$ cat src/hw/rtl/sst_pkg.sv
// shared types, codes and sizes for the servo step test sequencer
// no dependencies
package sst_pkg;

  localparam int COUNT_BITS = 16;
  localparam int ANGLE_BITS = 14;
  localparam int ENC_BITS   = 16;
  localparam int CFG_BITS   = 16;
  localparam int IDX_BITS   = 3;
  localparam int OUT_BITS   = 40;

  localparam logic [1:0] PH_FORWARD = 2'd0;
  localparam logic [1:0] PH_RETURN  = 2'd1;
  localparam logic [1:0] PH_COAST   = 2'd2;
  localparam logic [1:0] PH_IDLE    = 2'd3;

  localparam logic [IDX_BITS-1:0] REG_START_CW   = 3'd0;
  localparam logic [IDX_BITS-1:0] REG_TARGET     = 3'd1;
  localparam logic [IDX_BITS-1:0] REG_RETURN_EN  = 3'd2;
  localparam logic [IDX_BITS-1:0] REG_RETURN_ANG = 3'd3;
  localparam logic [IDX_BITS-1:0] REG_SAMPLES    = 3'd4;
  localparam logic [IDX_BITS-1:0] REG_INTERVAL   = 3'd5;

  localparam logic [COUNT_BITS-1:0] INTERVAL_RESET = COUNT_BITS'(500);

  typedef logic [COUNT_BITS-1:0] count_t;

  typedef struct packed {
    logic                         start_clockwise;
    logic signed [ANGLE_BITS-1:0] target_angle;
    logic                         return_enabled;
    logic signed [ANGLE_BITS-1:0] return_angle;
    count_t                       sample_count;
    count_t                       tick_interval;
  } cfg_t;

  typedef struct packed {
    logic [1:0] run_phase;
    count_t     tick_counter;
    count_t     samples_taken;
  } state_t;

  typedef struct packed {
    logic                       motor_on;
    logic                       motor_clockwise;
    logic                       sample_valid;
    logic signed [ENC_BITS-1:0] sample_value;
    count_t                     sample_index;
    logic [1:0]                 phase;
    logic                       done_res;
  } result_t;

endpackage

$ cat src/hw/rtl/sst_cfg_regs.sv
// configuration register file for the step test sequencer
// depends on sst_pkg
module sst_cfg_regs (
  input  logic                             clk,
  input  logic                             rst_n,
  input  logic                             cfg_we,
  input  logic [sst_pkg::IDX_BITS-1:0]     cfg_index,
  input  logic [sst_pkg::CFG_BITS-1:0]     cfg_wdata,
  output sst_pkg::cfg_t                    cfg
);
  import sst_pkg::*;

  cfg_t cfg_r;
  cfg_t cfg_nxt;

  always_comb begin
    cfg_nxt = cfg_r;
    if (cfg_we) begin
      unique case (cfg_index)
        REG_START_CW:   cfg_nxt.start_clockwise = cfg_wdata[0];
        REG_TARGET:     cfg_nxt.target_angle    = signed'(cfg_wdata[ANGLE_BITS-1:0]);
        REG_RETURN_EN:  cfg_nxt.return_enabled  = cfg_wdata[0];
        REG_RETURN_ANG: cfg_nxt.return_angle    = signed'(cfg_wdata[ANGLE_BITS-1:0]);
        REG_SAMPLES:    cfg_nxt.sample_count    = cfg_wdata[COUNT_BITS-1:0];
        REG_INTERVAL:   cfg_nxt.tick_interval   = cfg_wdata[COUNT_BITS-1:0];
        default:        cfg_nxt = cfg_r;
      endcase
    end
  end

  always_ff @(posedge clk) begin
    if (!rst_n) begin
      cfg_r.start_clockwise <= 1'b1;
      cfg_r.target_angle    <= '0;
      cfg_r.return_enabled  <= 1'b1;
      cfg_r.return_angle    <= '0;
      cfg_r.sample_count    <= COUNT_BITS'(1);
      cfg_r.tick_interval   <= INTERVAL_RESET;
    end else begin
      cfg_r <= cfg_nxt;
    end
  end

  assign cfg = cfg_r;

endmodule

$ cat src/hw/rtl/sst_step.sv
// next-state and result logic for one request of the step test sequencer
// depends on sst_pkg
module sst_step (
  input  sst_pkg::cfg_t                        cfg,
  input  sst_pkg::state_t                      state,
  input  logic                                 mode,
  input  logic signed [sst_pkg::ENC_BITS-1:0]  enc,
  output sst_pkg::state_t                      state_nxt,
  output sst_pkg::result_t                     res
);
  import sst_pkg::*;

  count_t                     ivl;
  count_t                     tc;
  count_t                     tk;
  logic [COUNT_BITS:0]        tc_inc;
  logic [1:0]                 ph;
  logic                       instant;
  logic                       sampled;
  logic                       cw;
  logic signed [ENC_BITS-1:0] tgt;
  logic signed [ENC_BITS-1:0] rtn;
  logic                       pass_tgt;
  logic                       pass_rtn;

  // thresholds sign-extended to encoder width
  assign tgt = ENC_BITS'(cfg.target_angle);
  assign rtn = ENC_BITS'(cfg.return_angle);
  assign cw  = cfg.start_clockwise;
  assign pass_tgt = cw ? (enc >= tgt) : (enc <= tgt);
  assign pass_rtn = cw ? (enc <= rtn) : (enc >= rtn);

  always_comb begin
    ivl     = (cfg.tick_interval == '0) ? COUNT_BITS'(1) : cfg.tick_interval;
    ph      = state.run_phase;
    tc      = state.tick_counter;
    tk      = state.samples_taken;
    instant = 1'b0;
    sampled = 1'b0;
    tc_inc  = {1'b0, tc} + (COUNT_BITS+1)'(1);

    if (mode) begin
      ph      = PH_FORWARD;
      tk      = '0;
      tc      = '0;
      instant = 1'b1;
    end else if (ph != PH_IDLE) begin
      if (tk >= cfg.sample_count) begin
        // all samples in: count up to the interval and stay there
        if (tc < ivl) tc = tc_inc[COUNT_BITS-1:0];
        instant = (tc >= ivl);
      end else if (tc_inc >= {1'b0, ivl}) begin
        tc      = '0;
        instant = 1'b1;
      end else begin
        tc = tc_inc[COUNT_BITS-1:0];
      end
    end

    res.sample_index = '0;
    if (instant) begin
      // both thresholds may be passed on the same request
      if (ph == PH_FORWARD && pass_tgt) ph = cfg.return_enabled ? PH_RETURN : PH_COAST;
      if (ph == PH_RETURN && pass_rtn) ph = PH_COAST;
      if (tk < cfg.sample_count) begin
        sampled          = 1'b1;
        res.sample_index = tk;
        tk               = tk + COUNT_BITS'(1);
        tc               = '0;
      end
    end

    state_nxt.run_phase     = ph;
    state_nxt.tick_counter  = tc;
    state_nxt.samples_taken = tk;

    res.motor_on        = (ph == PH_FORWARD) || (ph == PH_RETURN);
    res.motor_clockwise = ((ph == PH_FORWARD) && cw) || ((ph == PH_RETURN) && !cw);
    res.sample_valid    = sampled;
    res.sample_value    = sampled ? enc : '0;
    res.phase           = ph;
    res.done_res        = (ph == PH_COAST) && (tk >= cfg.sample_count);
  end

endmodule

$ cat src/hw/rtl/servo_step_test_sequencer_core.sv
// top level of the servo step test sequencer: streaming ports, state and pipeline registers
// depends on sst_pkg, sst_cfg_regs and sst_step
//
// Each input request is one timer tick (in_tuser low) or the start of a new run
// (in_tuser high) together with the current encoder count. Every request yields
// exactly one result: the motor command (on, direction), the run phase, a done
// flag and, at sample instants, the encoder count with its index in the run
// (out_tuser high). A start drives the motor at full power toward target_angle,
// optionally back past return_angle, then coasts. The block takes one request
// per clock while out_tready does not stall it; a taken request moves into the
// input register and then into the result register, which offers it (one input
// register, one result register). The run state is updated in the single
// combinational step between those registers, so consecutive requests never
// wait on each other. out_tready low stalls the result register and, through
// it, the input register; in_tready then falls only when both are full.
// The user must write configuration through cfg_we/cfg_index/cfg_wdata while no
// request is in flight; the block does not enforce this. Reset values are
// clockwise, angles zero, return enabled, one sample and an interval of 500 ticks.
module servo_step_test_sequencer_core (
  input  logic                            clk,
  input  logic                            rst_n,
  // config write port
  input  logic                            cfg_we,
  input  logic [sst_pkg::IDX_BITS-1:0]    cfg_index,
  input  logic [sst_pkg::CFG_BITS-1:0]    cfg_wdata,
  // input request stream
  input  logic                            in_tvalid,
  output logic                            in_tready,
  input  logic [sst_pkg::ENC_BITS-1:0]    in_tdata,   // [15:0] encoder_count
  input  logic                            in_tuser,   // [0] mode
  // result stream
  output logic                            out_tvalid,
  input  logic                            out_tready,
  // [0] motor_on, [1] motor_clockwise, [17:2] sample_value, [33:18] sample_index,
  // [35:34] phase, [36] done_res, [39:37] zero
  output logic [sst_pkg::OUT_BITS-1:0]    out_tdata,
  output logic                            out_tuser   // [0] sample_valid
);
  import sst_pkg::*;

  cfg_t    cfg;
  state_t  state_r;
  state_t  state_nxt;
  result_t res;
  result_t res_r;

  // input register
  logic                       s1_valid_r;
  logic                       s1_mode_r;
  logic signed [ENC_BITS-1:0] s1_enc_r;
  logic                       out_valid_r;
  logic                       advance;

  sst_cfg_regs u_cfg (
    .clk       (clk),
    .rst_n     (rst_n),
    .cfg_we    (cfg_we),
    .cfg_index (cfg_index),
    .cfg_wdata (cfg_wdata),
    .cfg       (cfg)
  );

  sst_step u_step (
    .cfg       (cfg),
    .state     (state_r),
    .mode      (s1_mode_r),
    .enc       (s1_enc_r),
    .state_nxt (state_nxt),
    .res       (res)
  );

  // result register moves when empty or being taken
  assign advance   = !out_valid_r || out_tready;
  assign in_tready = !s1_valid_r || advance;

  always_ff @(posedge clk) begin
    if (!rst_n) begin
      s1_valid_r <= 1'b0;
    end else if (in_tready) begin
      s1_valid_r <= in_tvalid;
    end
  end

  always_ff @(posedge clk) begin
    if (in_tready && in_tvalid) begin
      s1_mode_r <= in_tuser;
      s1_enc_r  <= signed'(in_tdata);
    end
  end

  // run state advances exactly when a request moves into the result register
  always_ff @(posedge clk) begin
    if (!rst_n) begin
      out_valid_r           <= 1'b0;
      state_r.run_phase     <= PH_IDLE;
      state_r.tick_counter  <= '0;
      state_r.samples_taken <= '0;
    end else if (advance) begin
      out_valid_r <= s1_valid_r;
      if (s1_valid_r) state_r <= state_nxt;
    end
  end

  always_ff @(posedge clk) begin
    if (advance && s1_valid_r) res_r <= res;
  end

  assign out_tvalid = out_valid_r;
  assign out_tuser  = res_r.sample_valid;
  assign out_tdata  = {3'b000, res_r.done_res, res_r.phase, res_r.sample_index,
                       res_r.sample_value, res_r.motor_clockwise, res_r.motor_on};

endmodule

$ cat config.mk
export PLATFORM = sky130hd
export DESIGN_NAME = servo_step_test_sequencer_core
export DESIGN_NICKNAME = d
export VERILOG_FILES = /design/src/hw/rtl/sst_pkg.sv /design/src/hw/rtl/sst_cfg_regs.sv /design/src/hw/rtl/sst_step.sv /design/src/hw/rtl/servo_step_test_sequencer_core.sv
export SDC_FILE = /design/constraint.sdc
export NUM_CORES = 1
export LEC_CHECK = 0
export BUFFER_PORTS_ARGS = -buffer_cell sky130_fd_sc_hd__buf_2
export CORE_UTILIZATION = 55
export DETAILED_ROUTE_END_ITERATION = 6
export PLACE_DENSITY = 0.77
export SLEW_MARGIN = 10
export SYNTH_ARGS = -nofsm -noshare
export SYNTH_HDL_FRONTEND = slang
export SYNTH_SLANG_ARGS = --single-unit
$ cat constraint.sdc
create_clock -name clk -period 6.4 [get_ports clk]
set_input_delay 0.64 -clock clk [delete_from_list [all_inputs] [get_ports clk]]
set_output_delay 0.64 -clock clk [all_outputs]
set_load 0.005 [all_outputs]
==> results.py <==
metrics = {
    "outcome": {
        "status": "complete, no violations",
    },
    "route": {
        "viasPerCell": 5.947,
        "drtPass1Iterations": 5,
        "drcViolationCount": 0,
        "vias": 8552,
        "drt_wl_total_um": 26100,
        "drt_iter0_markers": 694,
        "avgRoutedWirePerCell_um": 18.15,
        "drt.antenna.violating_nets": 0,
    },
    "timing": {
        "worstMarginPinSlew_ps": 1067,
        "slew_headroom_pct": 28.85,
        "tns_ps": 0,
        "setup_viol": 0,
        "layout_worst_path_cycle_share_pct": 95.31,
        "fin_ws_ps": 300.4,
        "maxSlewViolCount": 0,
        "hold_viol": 0,
        "period_minus_slack_ps": 6100,
        "clock.fmax_mhz": 163.9,
        "clock_skew_ps": 10.38,
    },
    "synth": {
        "ys_seq_elements": 153,
        "yosysSeqAreaShare_pct": 37.12,
        "ys_types": 69,
        "synth_edf_count": 55,
        "synthArstFlopShare_pct": 0,
        "avgSynthCellArea_um2": 8.662,
        "yosys_warnings": 0,
        "syn_area_um2": 9736,
        "synth_flop_cell": "dfxtp_1",
        "syn_inst": 1124,
    },
    "pwr": {
        "pwr-share-comb_pct": 15.8,
        "power_frac_seq_pct": 44.0,
        "power.share.clock_pct": 40.2,
        "p_int_mw": 1.753,
        "switchingPower_mw": 0.6843,
        "p_sw_share_pct": 28.08,
        "peakVddDrop_v": 0.0002124,
        "finalPower_mw": 2.437,
        "p_leak_nw": 4.689,
        "p_per_area_nw_per_um2": 220.5,
    },
    "final_layout": {
        "final_cells": 1438,
        "most-common-layout-cells": "nand2_1, ha_1, a21oi_1",
        "layout-drive-gt1-share_pct": 13.52,
        "final-seq-area_um2": 3613,
        "antennaDiodeCount": 0,
        "stdcell_area_um2": 11050,
        "num-fill-cells": 1460,
        "final_common_cell": "nand2_1",
        "nNetsFinal": 1370,
        "multi_input_area_um2": 5623,
        "area_delta_synth_final_pct": 13.52,
    },
    "setup_path": {
        "endpoint_kind": "register",
        "path_buf_inv": 3,
        "crit_start": "u_cfg.cfg[8]",
        "critical_path_class": "register to register",
        "critPathMaxFanout": 9,
        "slowest_delay_ps": 370,
        "worst_path_max_delay_cell": "or3b_1",
        "crit_family": "compound AO/OA/AOI/OAI gates",
        "required_ps": 6560,
        "r2r_start": "u_cfg.cfg[8]",
        "crit_arrival_ps": 6260,
        "critPathLaunchType": "register",
    },
    "global_routing": {
        "antenna_found_initial": 0,
        "grt_first_pass_wirelength_um": 40760,
        "grt_overflow": 0,
        "grt_use_total_pct": 29.02,
        "grt_pass1_vias": 7985,
        "grt_max_degree": 58,
    },
    "clock_network": {
        "htreeDepth": 4,
        "cts_tree": "built",
        "cts_root_buffer": "clkbuf_16",
        "numCtsBuffers": 17,
        "clk_pin_slew_ps": 70,
        "insertion_delay_ps": 430,
        "cts_buffer_depth": 2,
        "cts_sinks": 153,
    },
    "floorplan": {
        "die_h_um": 135.0,
        "core_um2": 17300,
        "io_pins": 84,
        "rows": 48,
        "start_util_pct": 56.29,
        "design.die.area_um2": 18240,
        "die_w_um": 135.0,
    },
    "place": {
        "portBuffers": 80,
        "dpl-instance-area_um2": 10370,
        "dpl.cell_count": 1399,
        "gp_congestion": 0.9522,
        "hpwl_um": 19070,
        "place_ws_ps": -18.39,
    },
    "flow_run": {
        "cap_violations": 0,
    },
    "hold_path": {
        "hold_path_startpoint": "in_tdata[1]",
        "hp-class": "input pin to register",
    },
}
[flip-flops by register name, indices dropped and copies added, names as in the netlist]
signal	cells
s1_valid_r	1
s1_mode_r	1
out_tvalid	1
out_tuser	1
state_r	34
u_cfg.cfg	62
out_tdata	37
s1_enc_r	16
[synthesized netlist by cell type, types with 3 or more instances]
| cell type | count | area share (%) |
|---|---|---|
| o21a_1 | 7 | 0.54 |
| xor2_1 | 11 | 0.99 |
| nor2_1 | 52 | 2.0 |
| nor3b_1 | 3 | 0.23 |
| o221ai_1 | 3 | 0.27 |
| a21o_1 | 15 | 1.2 |
| o211ai_1 | 12 | 0.93 |
| nand3_1 | 23 | 1.2 |
| nor2b_1 | 15 | 0.96 |
| xnor2_1 | 31 | 2.8 |
| a21oi_1 | 112 | 5.8 |
| and3_1 | 30 | 1.9 |
| and4_1 | 6 | 0.54 |
| o21ai_0 | 41 | 2.1 |
| nor4_1 | 7 | 0.45 |
| buf_2 | 4 | 0.21 |
| buf_4 | 3 | 0.23 |
| a211oi_1 | 16 | 1.2 |
| and2_1 | 4 | 0.26 |
| o21ai_1 | 4 | 0.21 |
| mux2_2 | 3 | 0.35 |
| ha_1 | 129 | 17 |
| clkbuf_1 | 46 | 1.8 |
| or3_1 | 5 | 0.32 |
| o21ba_2 | 4 | 0.41 |
| nand2b_1 | 9 | 0.58 |
| edfxtp_1 | 55 | 17 |
| a31oi_1 | 8 | 0.51 |
| nor3_1 | 9 | 0.46 |
| inv_1 | 81 | 3.1 |
| a211o_1 | 3 | 0.27 |
| a2111oi_0 | 3 | 0.27 |
| dfxtp_1 | 98 | 20 |
| nand2_1 | 194 | 7.5 |
| o21bai_1 | 4 | 0.31 |
| nand4_1 | 25 | 1.6 |
| a221oi_1 | 4 | 0.36 |
| mux2i_1 | 6 | 0.62 |
[kinds of logic after synthesis]
| group | after synthesis | synth area share (%) |
|---|---|---|
| xor gates and xnor gates | 42 | 3.778 |
| adders and majority gates | 129 | 16.58 |
| DFF | 153 | 37.12 |
| other | 1 | 0.03852 |
| muxes | 9 | 0.9639 |
| and+or+nand+nor | 397 | 19.57 |
| AOI/OAI and AO/OA | 257 | 16.54 |
| buffers and inverters | 136 | 5.411 |
[power groups by stage]
stage	sequential, mW	combinational (mW)	clock [mW]
floorplan	1.09	0.235	0
global placement	1.09	0.347	0
detailed placement	1.09	0.354	0
CTS	1.07	0.359	0.985
global route	1.07	0.422	1.03
finish	1.07	0.386	0.980
[worst paths after layout]
kind                                       to  slack [ps]  depth (start not counted)
worst max-delay path            out_tdata[36]         300                         31
worst min-delay path              s1_enc_r[1]         380                          1
worst max register to register  out_tdata[36]         300                         31
worst min register to register  u_cfg.cfg[31]         450                          2
[routing by layer]
layer	routed length, µm	up-vias	global-route usage, %	share of wire, %
met4	774	0	11.67	3.0
met5	0	-	0	0
li1	-	4138	-	-
met2	12030	332	46.08	46
met3	1844	65	6.269	7.1
met1	11460	4017	38.29	44
[cell type report]
class,instances,share of cell area (%)
multi-input cells,837,50.88
flip-flops and latches,153,32.70
repair buffers,108,5.830
clock buffers,20,4.132
inverters,83,2.864
well taps,225,2.547
clock inverters,12,1.053
[stage by stage]
step | hold WS, ps | utilization [%]
finish | 383.5 | 63.90
global route | 372.9 | 63.90
CTS | 376.6 | 63.30
detailed placement | 447.2 | 59.96
global placement | 442.8 | 59.96
floorplan | 436.3 | -
[what timing repair did]
item,4_1_cts,5_1_grt
gates cloned,0,1
buffers inserted,0,6
endpoints found under the setup margin,1,1
resized for setup,1,12
pin swaps,0,4
hold buffers,0,0
Power figures use the tool's default switching activity.
